$ cat config.mk
export PLATFORM = sky130hd
export DESIGN_NAME = deadline_timer_table_unit
export DESIGN_NICKNAME = d
export VERILOG_FILES = /design/src/rtl/dtt_pkg.sv /design/src/rtl/dtt_ram.sv /design/src/rtl/deadline_timer_table_unit.sv
export SDC_FILE = /design/constraint.sdc
export NUM_CORES = 2
export LEC_CHECK = 0
export ABC_AREA = 1
export BUFFER_PORTS_ARGS = -buffer_cell sky130_fd_sc_hd__buf_2
export CORE_AREA = 3 3 393 784
export CTS_BUF_LIST = sky130_fd_sc_hd__clkbuf_2 sky130_fd_sc_hd__clkbuf_4 sky130_fd_sc_hd__clkbuf_8
export DETAILED_ROUTE_END_ITERATION = 8
export DIE_AREA = 0 0 396 787
export MAX_ROUTING_LAYER = met4
export PLACE_DENSITY = 0.49
export REMOVE_ABC_BUFFERS = 1
export SLEW_MARGIN = 20
export SYNTH_ARGS = -nofsm -noshare
export SYNTH_HDL_FRONTEND = slang
export SYNTH_SLANG_ARGS = --single-unit
export TNS_END_PERCENT = 1
$ cat constraint.sdc
create_clock -name clk -period 11.75 [get_ports clk]
set_clock_uncertainty 0.15 [all_clocks]
set_input_delay 2.35 -clock clk [delete_from_list [all_inputs] [get_ports clk]]
set_output_delay 2.35 -clock clk [all_outputs]
set_load 0.005 [all_outputs]
$ cat src/rtl/dtt_pkg.sv
package dtt_pkg;

  localparam int TableDepth = 16;
  localparam int IdxW = $clog2(TableDepth);
  localparam int CntW = $clog2(TableDepth + 1);

  localparam logic [1:0] FuncAdd    = 2'd0;
  localparam logic [1:0] FuncCancel = 2'd1;
  localparam logic [1:0] FuncTick   = 2'd2;
  localparam logic [1:0] FuncSpare  = 2'd3;

  localparam logic [2:0] StOk      = 3'd0;
  localparam logic [2:0] StFull    = 3'd1;
  localparam logic [2:0] StMissing = 3'd2;
  localparam logic [2:0] StFired   = 3'd3;
  localparam logic [2:0] StNone    = 3'd4;

  localparam logic [47:0] Max48 = 48'hFFFF_FFFF_FFFF;

  // One stored timer: id, deadline and period.
  localparam int EntryW = 16 + 48 + 32;

  typedef struct packed {
    logic [1:0]  func;
    logic [15:0] tid;
    logic [47:0] deadline;
    logic [31:0] repeat_interval;
    logic [47:0] now_ms;
  } req_t;

  typedef struct packed {
    logic [2:0]  status;
    logic [15:0] fired_id;
    logic        is_earliest;
    logic [47:0] next_deadline;
    logic        last;
  } rsp_t;

  typedef struct packed {
    logic [15:0] id;
    logic [47:0] deadline;
    logic [31:0] period;
  } entry_t;

  typedef enum logic [3:0] {
    S_IDLE,
    S_SCAN,
    S_SCAN_WAIT,
    S_ADD_WR,
    S_SEL,
    S_SEL_WAIT,
    S_FIRE,
    S_NEXT,
    S_NEXT_WAIT,
    S_EMIT
  } state_t;

endpackage

$ cat src/rtl/dtt_ram.sv
module dtt_ram #(
  parameter int Width = 8,
  parameter int Depth = 16
) (
  input  logic                     clk,
  input  logic                     we,
  input  logic [$clog2(Depth)-1:0] waddr,
  input  logic [Width-1:0]         wdata,
  input  logic [$clog2(Depth)-1:0] raddr,
  output logic [Width-1:0]         rdata
);

  logic [Width-1:0] mem [Depth];

  // Single write port and one registered read port.
  always_ff @(posedge clk) begin
    if (we) begin
      mem[waddr] <= wdata;
    end
    rdata <= mem[raddr];
  end

endmodule

$ cat src/rtl/deadline_timer_table_unit.sv
// Timer table of dtt_pkg::TableDepth entries kept in one synchronous RAM with a
// valid bit per entry in flip-flops. Every walk of the table reads one entry a
// cycle. An add or cancel walks the table twice, once to find the id and a free
// slot and once for the earliest remaining deadline, and gives a single result.
// A tick walks the table once per fired timer to pick the next by (deadline,
// id), plus one more pass that finds nothing unless all TableDepth timers
// fired, and then walks it once more for the minimum before the first result;
// each further result follows one a cycle while out_ready stays high. The
// single RAM read port is why the walks run one after another. A result waits
// in an output register; the block goes back to idle and takes the next
// transfer while it waits, and stalls only when a new result is ready before
// the old one has left. Up to TableDepth timers fire on one tick.
module deadline_timer_table_unit (
  input  logic          clk,
  input  logic          rst,
  input  logic          in_valid,
  output logic          in_ready,
  input  dtt_pkg::req_t in_data,
  output logic          out_valid,
  input  logic          out_ready,
  output dtt_pkg::rsp_t out_data
);

  localparam int IW = dtt_pkg::IdxW;
  localparam int CW = dtt_pkg::CntW;
  localparam logic [IW-1:0] LastIdx = IW'(dtt_pkg::TableDepth - 1);

  dtt_pkg::state_t state, state_next;
  dtt_pkg::req_t   req;

  logic [dtt_pkg::TableDepth-1:0] valid_bits;
  logic [dtt_pkg::TableDepth-1:0] taken;

  // RAM ports.
  logic                  ram_we;
  logic [IW-1:0]         ram_waddr, ram_raddr;
  dtt_pkg::entry_t       ram_wdata, ram_rdata;

  // Walk bookkeeping.
  logic [IW-1:0] rd_idx;    // address being issued
  logic [IW-1:0] cmp_idx;   // address whose data is on rdata
  logic          cmp_live;
  logic          rd_done;

  // Add/cancel walk results.
  logic          hit_found;
  logic [IW-1:0] hit_idx;
  logic          free_found;
  logic [IW-1:0] free_idx;

  // Selection walk results.
  logic            best_found;
  logic [IW-1:0]   best_idx;
  logic [47:0]     best_dl;
  logic [15:0]     best_id;
  logic [31:0]     best_per;

  // Minimum deadline over valid entries.
  logic            min_found;
  logic [47:0]     min_dl;

  // Fired list.
  logic [15:0]   fired [dtt_pkg::TableDepth];
  logic [CW-1:0] n_fired;
  logic [CW-1:0] emit_k;

  logic          out_full;
  logic          out_load;
  dtt_pkg::rsp_t out_reg;
  dtt_pkg::rsp_t rsp_first;

  dtt_ram #(.Width(dtt_pkg::EntryW), .Depth(dtt_pkg::TableDepth)) u_ram (
    .clk  (clk),
    .we   (ram_we),
    .waddr(ram_waddr),
    .wdata(ram_wdata),
    .raddr(ram_raddr),
    .rdata(ram_rdata)
  );

  assign in_ready  = (state == dtt_pkg::S_IDLE);
  assign out_valid = out_full;
  assign out_data  = out_reg;
  assign ram_raddr = rd_idx;

  // A result enters the output register when it is empty or being emptied.
  assign out_load = ((state == dtt_pkg::S_NEXT_WAIT) || (state == dtt_pkg::S_EMIT)) &&
                    (!out_full || out_ready);

  // Current entry under comparison is live and valid.
  logic cur_ok;
  assign cur_ok = cmp_live && valid_bits[cmp_idx];

  // Re-armed deadline with saturation.
  logic [48:0] rearm_sum;
  logic [47:0] rearm_dl;
  assign rearm_sum = {1'b0, req.now_ms} + {17'd0, best_per};
  assign rearm_dl  = rearm_sum[48] ? dtt_pkg::Max48 : rearm_sum[47:0];

  // Slot chosen for an add.
  logic          add_ok;
  logic [IW-1:0] add_slot;
  assign add_ok   = hit_found || free_found;
  assign add_slot = hit_found ? hit_idx : free_idx;

  // Next state.
  always_comb begin
    state_next = state;
    case (state)
      dtt_pkg::S_IDLE: begin
        if (in_valid && in_ready) begin
          if (in_data.func == dtt_pkg::FuncTick) begin
            state_next = dtt_pkg::S_SEL;
          end else begin
            state_next = dtt_pkg::S_SCAN;
          end
        end
      end
      dtt_pkg::S_SCAN:      if (rd_done) state_next = dtt_pkg::S_SCAN_WAIT;
      dtt_pkg::S_SCAN_WAIT: begin
        if (req.func == dtt_pkg::FuncAdd && add_ok) begin
          state_next = dtt_pkg::S_ADD_WR;
        end else begin
          state_next = dtt_pkg::S_NEXT;
        end
      end
      dtt_pkg::S_ADD_WR:    state_next = dtt_pkg::S_NEXT;
      dtt_pkg::S_SEL:       if (rd_done) state_next = dtt_pkg::S_SEL_WAIT;
      dtt_pkg::S_SEL_WAIT:  state_next = dtt_pkg::S_FIRE;
      dtt_pkg::S_FIRE: begin
        if (!best_found || n_fired == CW'(dtt_pkg::TableDepth - 1)) begin
          state_next = dtt_pkg::S_NEXT;
        end else begin
          state_next = dtt_pkg::S_SEL;
        end
      end
      dtt_pkg::S_NEXT:      if (rd_done) state_next = dtt_pkg::S_NEXT_WAIT;
      dtt_pkg::S_NEXT_WAIT: begin
        if (!out_full || out_ready) begin
          if (req.func == dtt_pkg::FuncTick && n_fired > CW'(1)) begin
            state_next = dtt_pkg::S_EMIT;
          end else begin
            state_next = dtt_pkg::S_IDLE;
          end
        end
      end
      dtt_pkg::S_EMIT: begin
        if ((!out_full || out_ready) && emit_k == n_fired - CW'(1)) begin
          state_next = dtt_pkg::S_IDLE;
        end
      end
      default: state_next = dtt_pkg::S_IDLE;
    endcase
  end

  // RAM write control.
  always_comb begin
    ram_we    = 1'b0;
    ram_waddr = add_slot;
    ram_wdata = '{id: req.tid, deadline: req.deadline, period: req.repeat_interval};
    case (state)
      dtt_pkg::S_ADD_WR: ram_we = 1'b1;
      dtt_pkg::S_FIRE: begin
        ram_waddr = best_idx;
        ram_wdata = '{id: best_id, deadline: rearm_dl, period: best_per};
        ram_we    = best_found && (best_per != 32'd0);
      end
      default: ram_we = 1'b0;
    endcase
  end

  // First result of an operation, formed once the minimum walk is done.
  always_comb begin
    rsp_first               = '0;
    rsp_first.next_deadline = min_found ? min_dl : 48'd0;
    rsp_first.last          = 1'b1;
    case (req.func)
      dtt_pkg::FuncAdd: begin
        rsp_first.status      = add_ok ? dtt_pkg::StOk : dtt_pkg::StFull;
        rsp_first.is_earliest = add_ok && !best_found;
      end
      dtt_pkg::FuncCancel: begin
        rsp_first.status = hit_found ? dtt_pkg::StOk : dtt_pkg::StMissing;
      end
      dtt_pkg::FuncTick: begin
        if (n_fired == '0) begin
          rsp_first.status = dtt_pkg::StNone;
        end else begin
          rsp_first.status   = dtt_pkg::StFired;
          rsp_first.fired_id = fired[0];
          rsp_first.last     = (n_fired == CW'(1));
        end
      end
      default: rsp_first.status = dtt_pkg::StOk;
    endcase
  end

  logic walking;
  assign walking = (state == dtt_pkg::S_SCAN) || (state == dtt_pkg::S_SEL) ||
                   (state == dtt_pkg::S_NEXT);

  // Sequencer registers.
  always_ff @(posedge clk) begin
    if (rst) begin
      state      <= dtt_pkg::S_IDLE;
      valid_bits <= '0;
      out_full   <= 1'b0;
      cmp_live   <= 1'b0;
      rd_idx     <= '0;
      rd_done    <= 1'b0;
      n_fired    <= '0;
    end else begin
      state    <= state_next;
      out_full <= out_load || (out_full && !out_ready);

      // Address walk: one read a cycle, data compared in the next cycle.
      cmp_live <= walking && !rd_done;
      cmp_idx  <= rd_idx;
      if (walking && !rd_done) begin
        rd_idx  <= rd_idx + IW'(1);
        rd_done <= (rd_idx == LastIdx);
      end else if (!walking) begin
        rd_idx  <= '0;
        rd_done <= 1'b0;
      end

      case (state)
        dtt_pkg::S_IDLE: begin
          if (in_valid && in_ready) begin
            req        <= in_data;
            taken      <= '0;
            n_fired    <= '0;
            emit_k     <= '0;
            hit_found  <= 1'b0;
            free_found <= 1'b0;
            best_found <= 1'b0;
            min_found  <= 1'b0;
          end
        end
        dtt_pkg::S_SCAN, dtt_pkg::S_SCAN_WAIT: begin
          if (cur_ok && ram_rdata.id == req.tid && !hit_found) begin
            hit_found <= 1'b1;
            hit_idx   <= cmp_idx;
          end
          if (cmp_live && !valid_bits[cmp_idx] && !free_found) begin
            free_found <= 1'b1;
            free_idx   <= cmp_idx;
          end
          if (state == dtt_pkg::S_SCAN_WAIT && req.func == dtt_pkg::FuncCancel
              && hit_found) begin
            valid_bits[hit_idx] <= 1'b0;
          end
        end
        dtt_pkg::S_ADD_WR: begin
          valid_bits[add_slot] <= 1'b1;
        end
        dtt_pkg::S_SEL, dtt_pkg::S_SEL_WAIT: begin
          if (cur_ok && !taken[cmp_idx] && ram_rdata.deadline <= req.now_ms &&
              (!best_found || ram_rdata.deadline < best_dl ||
               (ram_rdata.deadline == best_dl && ram_rdata.id < best_id))) begin
            best_found <= 1'b1;
            best_idx   <= cmp_idx;
            best_dl    <= ram_rdata.deadline;
            best_id    <= ram_rdata.id;
            best_per   <= ram_rdata.period;
          end
        end
        dtt_pkg::S_FIRE: begin
          best_found <= 1'b0;
          if (best_found) begin
            taken[best_idx]  <= 1'b1;
            fired[n_fired[IW-1:0]] <= best_id;
            n_fired          <= n_fired + CW'(1);
            if (best_per == 32'd0) valid_bits[best_idx] <= 1'b0;
          end
        end
        dtt_pkg::S_NEXT: begin
          // Minimum over valid entries; on add also tracks others for is_earliest.
          if (cur_ok && (!min_found || ram_rdata.deadline < min_dl)) begin
            min_found <= 1'b1;
            min_dl    <= ram_rdata.deadline;
          end
          if (cur_ok && req.func == dtt_pkg::FuncAdd && cmp_idx != add_slot &&
              ram_rdata.deadline <= req.deadline) begin
            best_found <= 1'b1;
          end
        end
        dtt_pkg::S_NEXT_WAIT: begin
          if (out_load) begin
            out_reg <= rsp_first;
            emit_k  <= CW'(1);
          end
        end
        dtt_pkg::S_EMIT: begin
          if (out_load) begin
            out_reg.status   <= dtt_pkg::StFired;
            out_reg.fired_id <= fired[emit_k[IW-1:0]];
            out_reg.last     <= (emit_k == n_fired - CW'(1));
            emit_k           <= emit_k + CW'(1);
          end
        end
        default: ;
      endcase
    end
  end

  // Assertions.
  a_no_accept_busy: assert property (@(posedge clk) disable iff (rst)
    (state != dtt_pkg::S_IDLE) |-> !in_ready)
    else $error("input accepted while busy");
  a_out_hold: assert property (@(posedge clk) disable iff (rst)
    (out_valid && !out_ready) |=> (out_valid && $stable(out_data)))
    else $error("result changed while stalled");
  a_fired_bound: assert property (@(posedge clk) disable iff (rst)
    n_fired <= CW'(dtt_pkg::TableDepth))
    else $error("fired count overflow");

endmodule
==> metrics.md <==
| Metric | Value |
|---|---|
| Status | `complete, no violations` |
| All-Layer GR Usage | `20.2%` |
| First-pass GRT wire length | `449 mm` |
| Via Count | `between 60000 and 70000` |
| Core Area | `303000 um2` |
| Initial Utilization | `31.9%` |
| Mapped cell area | `96600 um2` |
| DIE WIDTH | `between 300 and 400 um` |
| Synth top area share | `68.1%` |
| CTS tree | `built` |
| Layout cell share with drive strength beyond 1 | `12.6%` |
| Total Routed Length | `314 mm` |
| Setup crit start kind | `flip-flop` |
| Pwr per Cell Area | `190 nW/um2` |
| Root buf cell | `clkbuf_8` |
| Residual DRC | `0` |
| Final #Nets | `between 8000 and 9000` |
| Post-Syn Instances | `7693` |
| Netlist cell types | `60` |
| Largest net degree at the start of global routing | `about 200` |
| Post-DR wirelength/cell | `25.4 um` |
| R2R Path Start | `state[2]` |
| Commonest non-fill, non-tap cell in the layout | `edfxtp_1` |
| I/O Buffers | `220` |
| Die area | `312000 um2` |
| Initial antenna violation count | `42` |
| Number of global-route vias before repair | `approximately 64000` |
| Hold EP | `best_per[16]` |
| Worst-Skew Late Latency | `1050 ps` |
| Synth-to-Final Area Change | `14.0%` |
| Fin crit share | `41.1%` |
| Fmax achieved | `0.207 GHz` |
| Yosys top cell by area | `edfxtp_1` |
| Dpl cell area | `approximately 100000 um2` |
| Min-delay src | `u_ram.rdata[16]` |
| Worst R2R Setup Slack | `6930 ps` |
| Total global routing overflow | `0` |
| H-Tree Depth | `5` |
| Total CTS buffers | `348` |
| Setup Crit Path Kind | `flip-flop to flip-flop` |
| Post-CTS setup buffers | `0` |
| Flops & latches, synth | `2324` |
| Critical Path Sink Type | `flip-flop` |
| # clock sinks | `2324` |
| RePlAce Congestion | `0.913` |
| Worst flop-to-flop path endpoint | `u_ram.mem[1][87]` |
| Crit path cell chain | `inv_2, nor2_2, inv_2, nor2_8, inv_6, buf_4, nor2_1, inv_2, o21ai_2, nand3_1, nor2_4, buf_4, buf_4` |
| Final setup viols | `0` |
| HPWL Detailed | `between 150 and 200 mm` |
| Critical Path AT | `5240 ps` |
| Max Slew Vio Count | `0` |
| DRT iter0 DRCs | `5178` |
| Worst-path clk slew | `70 ps` |
| Synth top area cells | `edfxtp_1 68%, nor2_1 5.0%, o21ai_0 3.4%, nand2_1 3.4%, ha_1 3.2%` |
| Drt first pass iters | `6` |
| Finished Layout Cells | `approximately 12000` |
| Ys async rst share | `0%` |
| Final min period | `4820 ps` |
| Resized cells post-CTS | `0` |
| DRT antenna net count | `0` |
| Worst path required time | `around 12000 ps` |
| FP Rows | `around 290` |
| DR vias/cell | `5.14` |
| EDFF count, synth | `2192` |
| Register area share after synthesis | `70.8%` |
| DIE HEIGHT | `787 um` |
| I/O pin count | `221` |
| Final Cell Area | `roughly 110000 um2` |
| R2R cell count | `13` |
| Most used DFF post-synth | `edfxtp_1` |
| Worst-path maximum fanout | `between 60 and 70` |
| Critical path's largest stage delay | `840 ps` |
| Slew @ Worst Pin | `1200 ps` |
| Leak Pwr | `38.2 nW` |
| Clock buffer depth | `4` |
| Peak VDD IR | `approximately 0.14 mV` |
| Hold Path Depth | `0` |
| Max-cap viol count | `0` |
| Warnings from Yosys | `0` |
| Delay-heaviest family, CP | `buffers and inverters` |
| Worst Hold Class | `flip-flop to flip-flop` |
| RSZ-0062 raised after global routing | `no` |
| Rel. slew slack | `20.1%` |
| CP bufs+invs | `7` |
| Setup TNS | `0 ps` |
| Slowest CP cell | `buf_4` |
| CTS hold repair buffers | `0` |
| Most frequent cells in the layout | `2192 x edfxtp_1, 1255 x nor2_1, 873 x nand2_1, 661 x o21ai_0, 467 x inv_1` |
| Final Hold Fails | `0` |
| Post-Place Cells | `about 12000` |
| Syn avg cell area | `roughly 13 um2` |
## registers in the layout, indices dropped and copies added, names as in the netlist, 16 cells and up, named ones only
register     count
out_data        69
u_ram.mem     1536
req            146
best_dl         48
fired          256
taken           16
best_per        32
u_ram.rdata     96
valid_bits      16
min_dl          48
best_id         16
## cell usage after synthesis (3+ instances only)
library cell and count:
xor2_1 19, buf_6 3, a21o_1 6, o21bai_1 11, nor4_1 13, a22oi_1 23
o21a_1 9, nor3_1 32, ha_1 246, a31oi_1 10, dfxtp_1 132, o21ai_0 665
nand4_1 37, nor2_2 13, inv_2 18, a21oi_1 223, nand3_1 291, mux2i_1 158
o22ai_1 36, nand2_2 9, xnor2_1 27, edfxtp_1 2192, inv_1 469, o221ai_1 183
o21ai_1 18, nand2_1 873, buf_1 33, nor2_1 1276, a211oi_1 3, and2_1 3
o211ai_1 43, o2111ai_1 10, buf_2 77, o32ai_1 226, clkbuf_1 273
## final cells by class
cell class	instances	area, um2
fillers	29507	193000
flip-flops and latches	2324	68500
multi-input cells	4491	25000
clock buffers	495	6160
well taps	4032	5040
repair buffers	359	2320
inverters	490	1870
clock inverters	141	1320
diodes	11	27.5
## metal layers
layer	routed length (um)	GRT usage, %
met3	14800	2.56
met4	13900	8.35
met2	160000	35.1
met1	125000	23.5
met5	0	-
## worst reg2reg max path: cells and delay by family (launching register included)
family / cells / cell delay [ps]
DFF: 1 / 390
and+or+nand+nor: 5 / 1150
buffers and inverters: 7 / 2270
AOI/OAI and AO/OA: 1 / 350
## cells by family (layout without fill, tap and decap cells)
group,after synthesis,count (layout),synth area share [%]
buf+inv,878,1485,3.54
flops,2324,2324,70.8
simple gates,2559,2559,10.7
mux,160,160,1.66
fa+ha+maj,247,247,3.21
compound gates,1479,1479,9.68
xor+xnor,46,46,0.417
other cells,0,11,0
## per-stage QoR
step	power [mW]	hold WS, ps	worst slack [ps]	utilization, %
6_report	20.9	236	6930	36.4
5_1_grt	21.9	244	6670	36.4
4_1_cts	21.2	249	6750	36.3
3_5_place_dp	13.9	240	6150	33.9
3_3_place_gp	13.9	239	6210	33.8
2_1_floorplan	12.8	236	-25680	-
## power by group
| group | switching, mW | internal (mW) |
|---|---|---|
| registers | 0.353 | 9.56 |
| clock network | 3.28 | 3.89 |
| logic | 2.69 | 1.12 |
## worst max path at each step
stage / from / endpoint / slack, ps / depth (start not counted)
4_1_cts: state[2] / u_ram.mem[1][87] / 6750 / 13
6_report: state[2] / u_ram.mem[1][87] / 6930 / 13
3_5_place_dp: out_ready / out_data[35] / 6150 / 8
5_1_grt: state[2] / u_ram.mem[1][87] / 6670 / 13
2_1_floorplan: ram_raddr[0] / u_ram.rdata[0] / -25680 / 5
3_3_place_gp: out_ready / out_data[35] / 6210 / 8
Note: power is estimated with default switching activity, not from simulation.
